[src/spq_pkg.sv]
package spq_pkg;

	// Queue sizing
	localparam int CAPACITY = 16;
	localparam int IDX_W    = $clog2(CAPACITY);
	localparam int CNT_W    = $clog2(CAPACITY + 1);

	// Operation codes
	localparam logic CMD_ENQUEUE = 1'b0;
	localparam logic CMD_DEQUEUE = 1'b1;

	// Result status codes
	localparam logic [1:0] STATUS_OK        = 2'd0;
	localparam logic [1:0] STATUS_UNDERFLOW = 2'd1;
	localparam logic [1:0] STATUS_FULL      = 2'd2;

	// Request word
	typedef struct packed {
		logic               cmd;
		logic signed [31:0] item_value;
		logic signed [15:0] item_priority;
	} req_word_t;

	// Response word
	typedef struct packed {
		logic signed [31:0] out_value;
		logic [1:0]         status;
		logic               queue_empty;
		logic [4:0]         entry_count;
	} rsp_word_t;

	// One stored entry
	typedef struct packed {
		logic signed [31:0] value;
		logic signed [15:0] prio;
	} entry_t;

	localparam int ENTRY_W = $bits(entry_t);

	// Logical slot to physical RAM address, ring starting at head
	function automatic logic [IDX_W-1:0] phys_idx(input logic [IDX_W-1:0] head,
			input logic [IDX_W-1:0] slot);
		logic [IDX_W:0] sum;
		sum = {1'b0, head} + {1'b0, slot};
		if (sum >= (IDX_W + 1)'(CAPACITY)) begin
			sum = sum - (IDX_W + 1)'(CAPACITY);
		end
		return sum[IDX_W-1:0];
	endfunction

	// Count to the 5-bit result field (wraps above 31)
	function automatic logic [4:0] count_field(input logic [CNT_W-1:0] cnt);
		logic [CNT_W+4:0] wide;
		wide = {5'b0, cnt};
		return wide[4:0];
	endfunction

endpackage

[src/sorted_priority_queue.sv]
// Bounded priority queue of CAPACITY entries (value, signed priority), served highest
// priority first; an entry goes ahead of held entries of equal priority. Entries live in
// one RAM used as a ring: a dequeue reads the head slot and advances the head, while an
// enqueue walks from the tail towards the head, one entry per cycle, reading the next
// slot down while writing the current one up by one, until it finds an entry of
// strictly higher priority or reaches the head. Enqueue on a full queue and dequeue
// on an empty one answer straight from the idle state. One word is processed at a time;
// a new word is taken once the queue is idle and the response register is free or being
// emptied.
module sorted_priority_queue
	import spq_pkg::*;
(
	input  logic      clk,
	input  logic      arst_n,
	input  logic      req_valid,
	output logic      req_ready,
	input  req_word_t req,
	output logic      rsp_valid,
	input  logic      rsp_ready,
	output rsp_word_t rsp
);

	localparam logic [1:0] ST_IDLE = 2'd0;
	localparam logic [1:0] ST_WALK = 2'd1;
	localparam logic [1:0] ST_LAST = 2'd2;
	localparam logic [1:0] ST_DEQ  = 2'd3;

	logic [1:0]       state_q, state_d;
	logic [IDX_W-1:0] head_q, head_d;
	logic [CNT_W-1:0] cnt_q, cnt_d;
	logic [IDX_W-1:0] slot_q, slot_d;
	entry_t           new_q;
	logic             rsp_valid_q;
	rsp_word_t        rsp_q;

	logic             accept;
	logic             fin;
	rsp_word_t        fin_word;

	logic             ram_we;
	logic [IDX_W-1:0] ram_waddr;
	entry_t           ram_wdata;
	logic [IDX_W-1:0] ram_raddr;
	entry_t           ram_rdata;

	spq_ram #(
		.WIDTH(ENTRY_W),
		.DEPTH(CAPACITY)
	) u_ram (
		.clk  (clk),
		.we   (ram_we),
		.waddr(ram_waddr),
		.wdata(ram_wdata),
		.raddr(ram_raddr),
		.rdata(ram_rdata)
	);

	assign req_ready = (state_q == ST_IDLE) && (!rsp_valid_q || rsp_ready);
	assign accept    = req_valid && req_ready;

	// Sequencer: walk, shift and place for enqueue; read and advance the head for dequeue
	always_comb begin
		state_d   = state_q;
		head_d    = head_q;
		cnt_d     = cnt_q;
		slot_d    = slot_q;
		ram_we    = 1'b0;
		ram_waddr = phys_idx(head_q, slot_q);
		ram_wdata = ram_rdata;
		ram_raddr = head_q;
		fin       = 1'b0;
		fin_word  = '0;
		case (state_q)
			ST_IDLE: begin
				if (accept) begin
					if (req.cmd == CMD_ENQUEUE) begin
						if (cnt_q >= CNT_W'(CAPACITY)) begin
							fin             = 1'b1;
							fin_word.status = STATUS_FULL;
						end else if (cnt_q == '0) begin
							ram_we    = 1'b1;
							ram_waddr = head_q;
							ram_wdata = '{value: req.item_value, prio: req.item_priority};
							cnt_d     = cnt_q + CNT_W'(1);
							fin       = 1'b1;
						end else begin
							ram_raddr = phys_idx(head_q, IDX_W'(cnt_q - CNT_W'(1)));
							slot_d    = IDX_W'(cnt_q);
							state_d   = ST_WALK;
						end
					end else begin
						if (cnt_q == '0) begin
							fin                = 1'b1;
							fin_word.status    = STATUS_UNDERFLOW;
							fin_word.out_value = '1;
						end else begin
							state_d = ST_DEQ;
						end
					end
				end
			end
			ST_WALK: begin
				ram_we = 1'b1;
				if (ram_rdata.prio > new_q.prio) begin
					ram_wdata = new_q;
					cnt_d     = cnt_q + CNT_W'(1);
					fin       = 1'b1;
					state_d   = ST_IDLE;
				end else begin
					// shift entry up one slot, fetch the next one down
					slot_d    = slot_q - IDX_W'(1);
					ram_raddr = phys_idx(head_q, slot_q - IDX_W'(2));
					if (slot_q == IDX_W'(1)) begin
						state_d = ST_LAST;
					end
				end
			end
			ST_LAST: begin
				ram_we    = 1'b1;
				ram_wdata = new_q;
				cnt_d     = cnt_q + CNT_W'(1);
				fin       = 1'b1;
				state_d   = ST_IDLE;
			end
			ST_DEQ: begin
				fin                = 1'b1;
				fin_word.out_value = ram_rdata.value;
				cnt_d              = cnt_q - CNT_W'(1);
				head_d             = (head_q == IDX_W'(CAPACITY - 1)) ? '0
					: head_q + IDX_W'(1);
				state_d            = ST_IDLE;
			end
			default: begin
				state_d = ST_IDLE;
			end
		endcase
		fin_word.entry_count = count_field(cnt_d);
		fin_word.queue_empty = (cnt_d == '0);
	end

	// Control registers
	always_ff @(posedge clk or negedge arst_n) begin
		if (!arst_n) begin
			state_q     <= ST_IDLE;
			head_q      <= '0;
			cnt_q       <= '0;
			slot_q      <= '0;
			rsp_valid_q <= 1'b0;
		end else begin
			state_q <= state_d;
			head_q  <= head_d;
			cnt_q   <= cnt_d;
			slot_q  <= slot_d;
			if (fin) begin
				rsp_valid_q <= 1'b1;
			end else if (rsp_ready) begin
				rsp_valid_q <= 1'b0;
			end
		end
	end

	// Payload registers
	always_ff @(posedge clk) begin
		if (accept) begin
			new_q <= '{value: req.item_value, prio: req.item_priority};
		end
		if (fin) begin
			rsp_q <= fin_word;
		end
	end

	assign rsp_valid = rsp_valid_q;
	assign rsp       = rsp_q;

endmodule

[src/spq_ram.sv]
// Simple dual-port RAM, one write port, one registered read port
module spq_ram #(
	parameter int WIDTH = 8,
	parameter int DEPTH = 16
) (
	input  logic                     clk,
	input  logic                     we,
	input  logic [$clog2(DEPTH)-1:0] waddr,
	input  logic [WIDTH-1:0]         wdata,
	input  logic [$clog2(DEPTH)-1:0] raddr,
	output logic [WIDTH-1:0]         rdata
);

	logic [WIDTH-1:0] mem [DEPTH];

	always_ff @(posedge clk) begin
		if (we) begin
			mem[waddr] <= wdata;
		end
		rdata <= mem[raddr];
	end

endmodule

[config.mk]
export PLATFORM = sky130hd
export DESIGN_NAME = sorted_priority_queue
export DESIGN_NICKNAME = d
export VERILOG_FILES = /design/src/spq_pkg.sv /design/src/sorted_priority_queue.sv /design/src/spq_ram.sv
export SDC_FILE = /design/constraint.sdc
export NUM_CORES = 1
export LEC_CHECK = 0
export CAP_MARGIN = 20
export CORE_MARGIN = 2
export CORE_UTILIZATION = 35
export DETAILED_ROUTE_END_ITERATION = 12
export DONT_BUFFER_PORTS = 1
export PLACE_DENSITY = 0.55
export SLEW_MARGIN = 20
export SYNTH_ARGS = -nofsm -noshare
export SYNTH_HDL_FRONTEND = slang
export SYNTH_SLANG_ARGS = --single-unit
[constraint.sdc]
create_clock -name clk -period 17.3 [get_ports clk]
set_input_delay 0 -clock clk [delete_from_list [all_inputs] [get_ports clk]]
set_output_delay 0 -clock clk [all_outputs]
set_load 0.01 [all_outputs]
* After elaboration in Yosys (flattened, before gate mapping)
Memories as Yosys holds them, arrays and structs flattened. A register that Yosys moved wholly into a read port is not among the register bits.
Cells that the tools add are included.
** Storage, ports and cells
- Output and inout bits :: 42
- Input bits :: 53
- RAM bits :: 768
- Memories :: 1
- Register bits :: 104
- Logic and storage cells :: 115
** Memory list
- u_ram.mem :: depth 16, bits a word 48, read ports 1, clocked after memory_dff 1, wr ports 1, RTL line spq_ram.sv:14 : logic [WIDTH-1:0] mem [DEPTH];
** Operators by class
- Reductions and logical operators :: 14
- $lt $le $gt $ge :: 5
- Mux-type cells :: 61
- $add $sub $neg :: 11
- Eq/ne operators :: 12
** Operators with widths (number)
- $mux W48 :: 5
- $pmux W48 S3 :: 1
- $mux W4 :: 19
- $mux W34 :: 2
- $pmux W32 S2 :: 1
- $mux W32 :: 1
- $mux W5 :: 5
- $ge A5 B5 Y1 const B :: 4
- $pmux W5 S4 :: 1
- $mux W2 :: 9
- $gt A16 B16 Y1 :: 1
- $pmux W4 S2 :: 2
- $sub A4 B1 Y4 const B :: 4
- $add A4 B4 Y5 :: 3
- $mux W1 :: 12
- $logic_not A5 Y1 :: 2
- $ne A2 B2 Y1 const B :: 5
- $ne A3 B3 Y1 const B :: 2
- $pmux W2 S3 :: 1
- $reduce_and A6 Y1 :: 1
- $add A5 B1 Y5 const B :: 1
- $sub A5 B1 Y5 const B :: 1
- $add A4 B1 Y4 const B :: 1
- $eq A2 B2 Y1 const B :: 2
- other kinds (14) :: 17

* Longest topological paths before layout
- Depth after elaboration :: 9
- Depth in mapped cells :: 16

* By module
From an unflattened synthesis, not the netlist that was laid out.
** Unflattened totals
- Cells, all modules :: 1872
- Area, all modules :: 35937.0 um2
** Modules (own cells, without submodules)
- spq_ram :: times used 1, cells each 1242, area each 29691.0 um2, seq. area each 24023.0 um2
- sorted_priority_queue :: times used 1, cells each 630, area each 6246.0 um2, seq. area each 3042.9 um2

* Worst setup path before layout
Ideal clock, no wire load.
- Path kind :: reg-to-reg
- From :: register state_q[0]
- To :: memory u_ram.mem[1][0] (netlist bit) (enable)
- Setup slack :: 11.875 ns
- Path buffers :: 1
- Cell stages (with the launch flop) :: 12
- Data required time :: 16.846 ns
- Arrival time :: 4.972 ns
- Clock period less this slack :: 5.425 ns
- Path through :: dfrtp_1 inv_1 ha_1 nand3_1 inv_1 nand2_1 nor2_1 clkbuf_1 nand2_1 a21oi_1 nand2_1 nor2_1
** Between the ends
- Word-level cells in the longest chain between the ends :: 7
** RTL lines
- start: declaration :: RTL line sorted_priority_queue.sv:28 : logic [1:0] state_q, state_d;
- start signal: assignment :: RTL line sorted_priority_queue.sv:150 : state_q <= state_d;
- $logic_not A2 Y1 (*) :: RTL line sorted_priority_queue.sv:58 : assign req_ready = (state_q == ST_IDLE) && (!rsp_valid_q || rsp_ready);
- $logic_and A1 B1 Y1 (*) :: RTL line sorted_priority_queue.sv:58
- $logic_and A1 B1 Y1 (*) :: RTL line sorted_priority_queue.sv:59 : assign accept = req_valid && req_ready;
- named net accept :: RTL line sorted_priority_queue.sv:36 : logic accept;
- $mux W1 :: RTL line sorted_priority_queue.sv:75 : if (accept) begin
- $pmux W1 S2 :: RTL line sorted_priority_queue.sv:73 : case (state_q)
- $mux W1 :: RTL line spq_ram.sv:17 : if (we) begin
- $mux W1 (not written as such) :: RTL line spq_ram.sv:18 : mem[waddr] <= wdata;
- end: declaration :: RTL line spq_ram.sv:14
The timed path passes the listed nets; every way through them passes the cells marked *.

* Final worst setup path
- From :: register new_q[13] (netlist bit)
- To :: register u_ram.rdata[45] (read register of u_ram.mem)
** Between the ends
- Word-level cells in the longest chain between the ends :: 3
** RTL lines
- start: declaration :: RTL line sorted_priority_queue.sv:32 : entry_t new_q;
- start signal: assignment :: RTL line sorted_priority_queue.sv:165 : new_q <= '{value: req.item_value, prio: req.item_priority};
- $gt A16 B16 Y1 :: RTL line sorted_priority_queue.sv:104 : if (ram_rdata.prio > new_q.prio) begin
- $mux W4 :: RTL line sorted_priority_queue.sv:104
- $pmux W4 S2 :: RTL line sorted_priority_queue.sv:73
- end: declaration :: RTL line spq_ram.sv:11 : output logic [WIDTH-1:0] rdata
Every way passes these cells.
A chain may end at the register's enable or synchronous reset.

==> results.toml <==
[outcome]
status = "finished, final reports clean"

[worst_setup_path]
r2r_start = "new_q[13]"
cp-end-kind = "register"
cp_slowest_cell = "a2111oi_2"
ff2ff_path_depth = 13
timing_worst_setup_path_type = "register to register"
max_stage_delay_ns = 0.84
timing.critical_path.buf_inv = 4
cp.arrival_ns = 5.76
critical_path.most_common_cell = "buf_4"
cp-start-kind = "register"
cpLargestDelayFamily = "buffers and inverters"
crit_chain = "inv_1 -> ha_1 -> and4_4 -> a41oi_2 -> a2111oi_2 -> nor4_4 -> buf_4 -> nor3_4 -> buf_4 -> buf_4 -> o211ai_1 -> a32oi_1 -> nand3_1"
timing.rr.end = "u_ram.rdata[45]"
crit_required_ns = 17.81
worstPathMaxFanout = 85
r2r_setup_slack_ns = 12.05

[global_route]
grt_use_met3_pct = 2.839
met2_usage_pct = 30.14
grt_use_total_pct = 19.26
grt_pass1_vias = 24107
grt_first_pass_wirelength_microns = 166300
grt_max_degree = 187
overflow = 0
use_met1_pct = 28.22
top_usage_layer = "met2"
antenna_found_initial = 6

[yosys]
synth-adder-area-share_pct = 1.265
yosys.area_share.simple_pct = 8.759
synth.area.mux_share_pct = 2.577
synth-compound-area-share_pct = 13.48
synth_area_per_cell_sq_um = 14.23
yosys.area_share.xor_xnor_pct = 0.2670
synth-seq-cells = 920
ys_types = 72
synth_ff_type = "edfxtp_1"
yosysSeqAreaShare_pct = 68.75
synth_edf_count = 856
syn_area_sq_mm = 0.03937
syn_inst = 2766
synth_top_family_by_area = "compound AO/OA/AOI/OAI gates"
yosysWarnings = 0
synth.net_count = 2857
async_flop_share_pct = 1.739

[placed_design]
numPortBuffers = 0
gp_congestion = 0.8060
dp_hpwl_microns = 56210
placed_cell_area_sq_mm = 0.04094

[cts]
clock_sinks = 920
cts_tree = "built"
path_clk_slew_ns = 0.06
cts_buffers = 96
root_buffer = "clkbuf_16"
cts_setup_buffers = 0
clockBufferDepth = 3
cts_max_level = 3
cts-resized-gates = 0
clock_latency_ns = 0.68

[layout]
seq_area_sq_mm = 0.02707
multiInputGateArea_sq_mm = 0.01062
drive_gt1_share_pct = 10.04
filler_cell_count = 10470
num-nets-final = 2876
final_common_cell = "edfxtp_1"
final_cell_mix = "856 x edfxtp_1, 209 x nand2_1, 191 x or4b_1"
syn2layout_area_growth_pct = 14.25
final_cell_area_sq_mm = 0.04498

[floorplan]
start_util_pct = 35.14
die-area_sq_mm = 0.1152
fp.dieH_microns = 339.4
fp.dieW_microns = 339.4
io_pins = 95
num_rows = 123
core_area_sq_mm = 0.1120

[sta]
finalMaxSlewViolations = 0
post-route-period-util_pct = 30.33
min_period_ns = 5.247
tns_ns = 0
setup_viol = 0
slew_headroom_pct = 21.90
hold_viol_final = 0
skew_ns = 0.03627
worstMarginPinSlew_ns = 1.169
rsz0062_at_grt = "false"
fmax_ghz = 0.1906

[detailed_routing]
wirelength_microns = 112900
antenna_left = 0
detail_route.wl_per_cell_microns = 25.83
route.vias.total = 24870
drt-initial-drc-count = 2439
drc = 0
vias_per_cell = 5.690
dr.pass1.iters = 7

[hold_path]
worstHoldPathCells = 1
min_path_type = "primary input to register"
hold_end = "new_q[43]"
hp-start = "req[43]"

[flow_run]
max_cap_viol_count = 0
[how the worst max path moves through the flow]
stage          cells past startpoint  slack, ns               to       start
3_3_place_gp                      10      12.06   u_ram.rdata[1]  state_q[0]
5_1_grt                           14      11.72  u_ram.rdata[45]    new_q[5]
2_1_floorplan                     11      11.87  u_ram.mem[1][0]  state_q[0]
4_1_cts                           10      11.97  u_ram.rdata[35]  state_q[0]
3_5_place_dp                      10      11.96  u_ram.rdata[35]  state_q[0]
6_report                          13      12.05  u_ram.rdata[45]   new_q[13]
[per-layer routing]
layer,wire [microns],up-vias
met5,13,-
met4,2130,2
met3,7547,159
met2,52140,926
met1,51050,12788
li1,-,10995
[layout make-up]
class | instances | area share [%]
Sequential cell | 920 | 60.17
Timing Repair Buffer | 164 | 3.307
Clock buffer | 130 | 5.897
Clock inverter | 51 | 1.288
Antenna cell | 3 | 0.01669
Tap cell | 1500 | 4.173
Multi-Input combinational cell | 1419 | 23.61
Inverter | 184 | 1.536
[repair_timing]
item / 4_1_cts / 5_1_grt
setup endpoints to repair: 0 / 0
hold buffers: 73 / 0
hold endpoints to repair: 639 / 0
[per-stage QoR]
stage	std cells	utilization [%]	hold WS [ns]	setup WS (ns)
2_1_floorplan	2766	-	-0.2956	11.87
3_3_place_gp	4111	36.52	-0.2952	12.06
3_5_place_dp	4112	36.54	-0.2950	11.96
4_1_cts	4366	40.08	0.0003550	11.97
5_1_grt	4368	40.14	0.01233	11.72
6_report	4371	40.15	0.02907	12.05
[cells by family (layout without fill, tap and decap cells)]
family                     after synthesis  in the layout
AOI/OAI and AO/OA                      726            726
xor gates and xnor gates                12             12
adders and majority gates               38             38
buffers and inverters                  427            529
DFF                                    920            920
muxes                                  101            101
other                                    0              3
and+or+nand+nor                        542            542
[synth_stat cells (48+ instances only)]
cell	n	share of area [%]
o21ai_0	67	0.85
a221o_1	96	2.4
nand2_1	211	2.0
mux2i_1	98	2.5
o31ai_1	50	0.95
a311oi_1	48	1.1
a32oi_1	50	1.1
nand3_1	61	0.78
inv_1	184	1.8
dfxtp_1	48	2.4
or4b_1	191	4.9
o211ai_1	148	2.8
clkbuf_1	138	1.3
edfxtp_1	856	65
a21oi_1	185	2.4
buf_2	58	0.74
[state kept, by name (all words and copies together) (netlist names)]
| signal | count |
|---|---|
| state_q | 2 |
| slot_q | 4 |
| u_ram.mem | 768 |
| rsp | 40 |
| u_ram.rdata | 48 |
| rsp_valid | 1 |
| head_q | 4 |
| cnt_q | 5 |
| new_q | 48 |
Power is left out: the tool's default activity adds up to more than one toggle a clock period on the data nets, which glitch-free logic cannot reach.
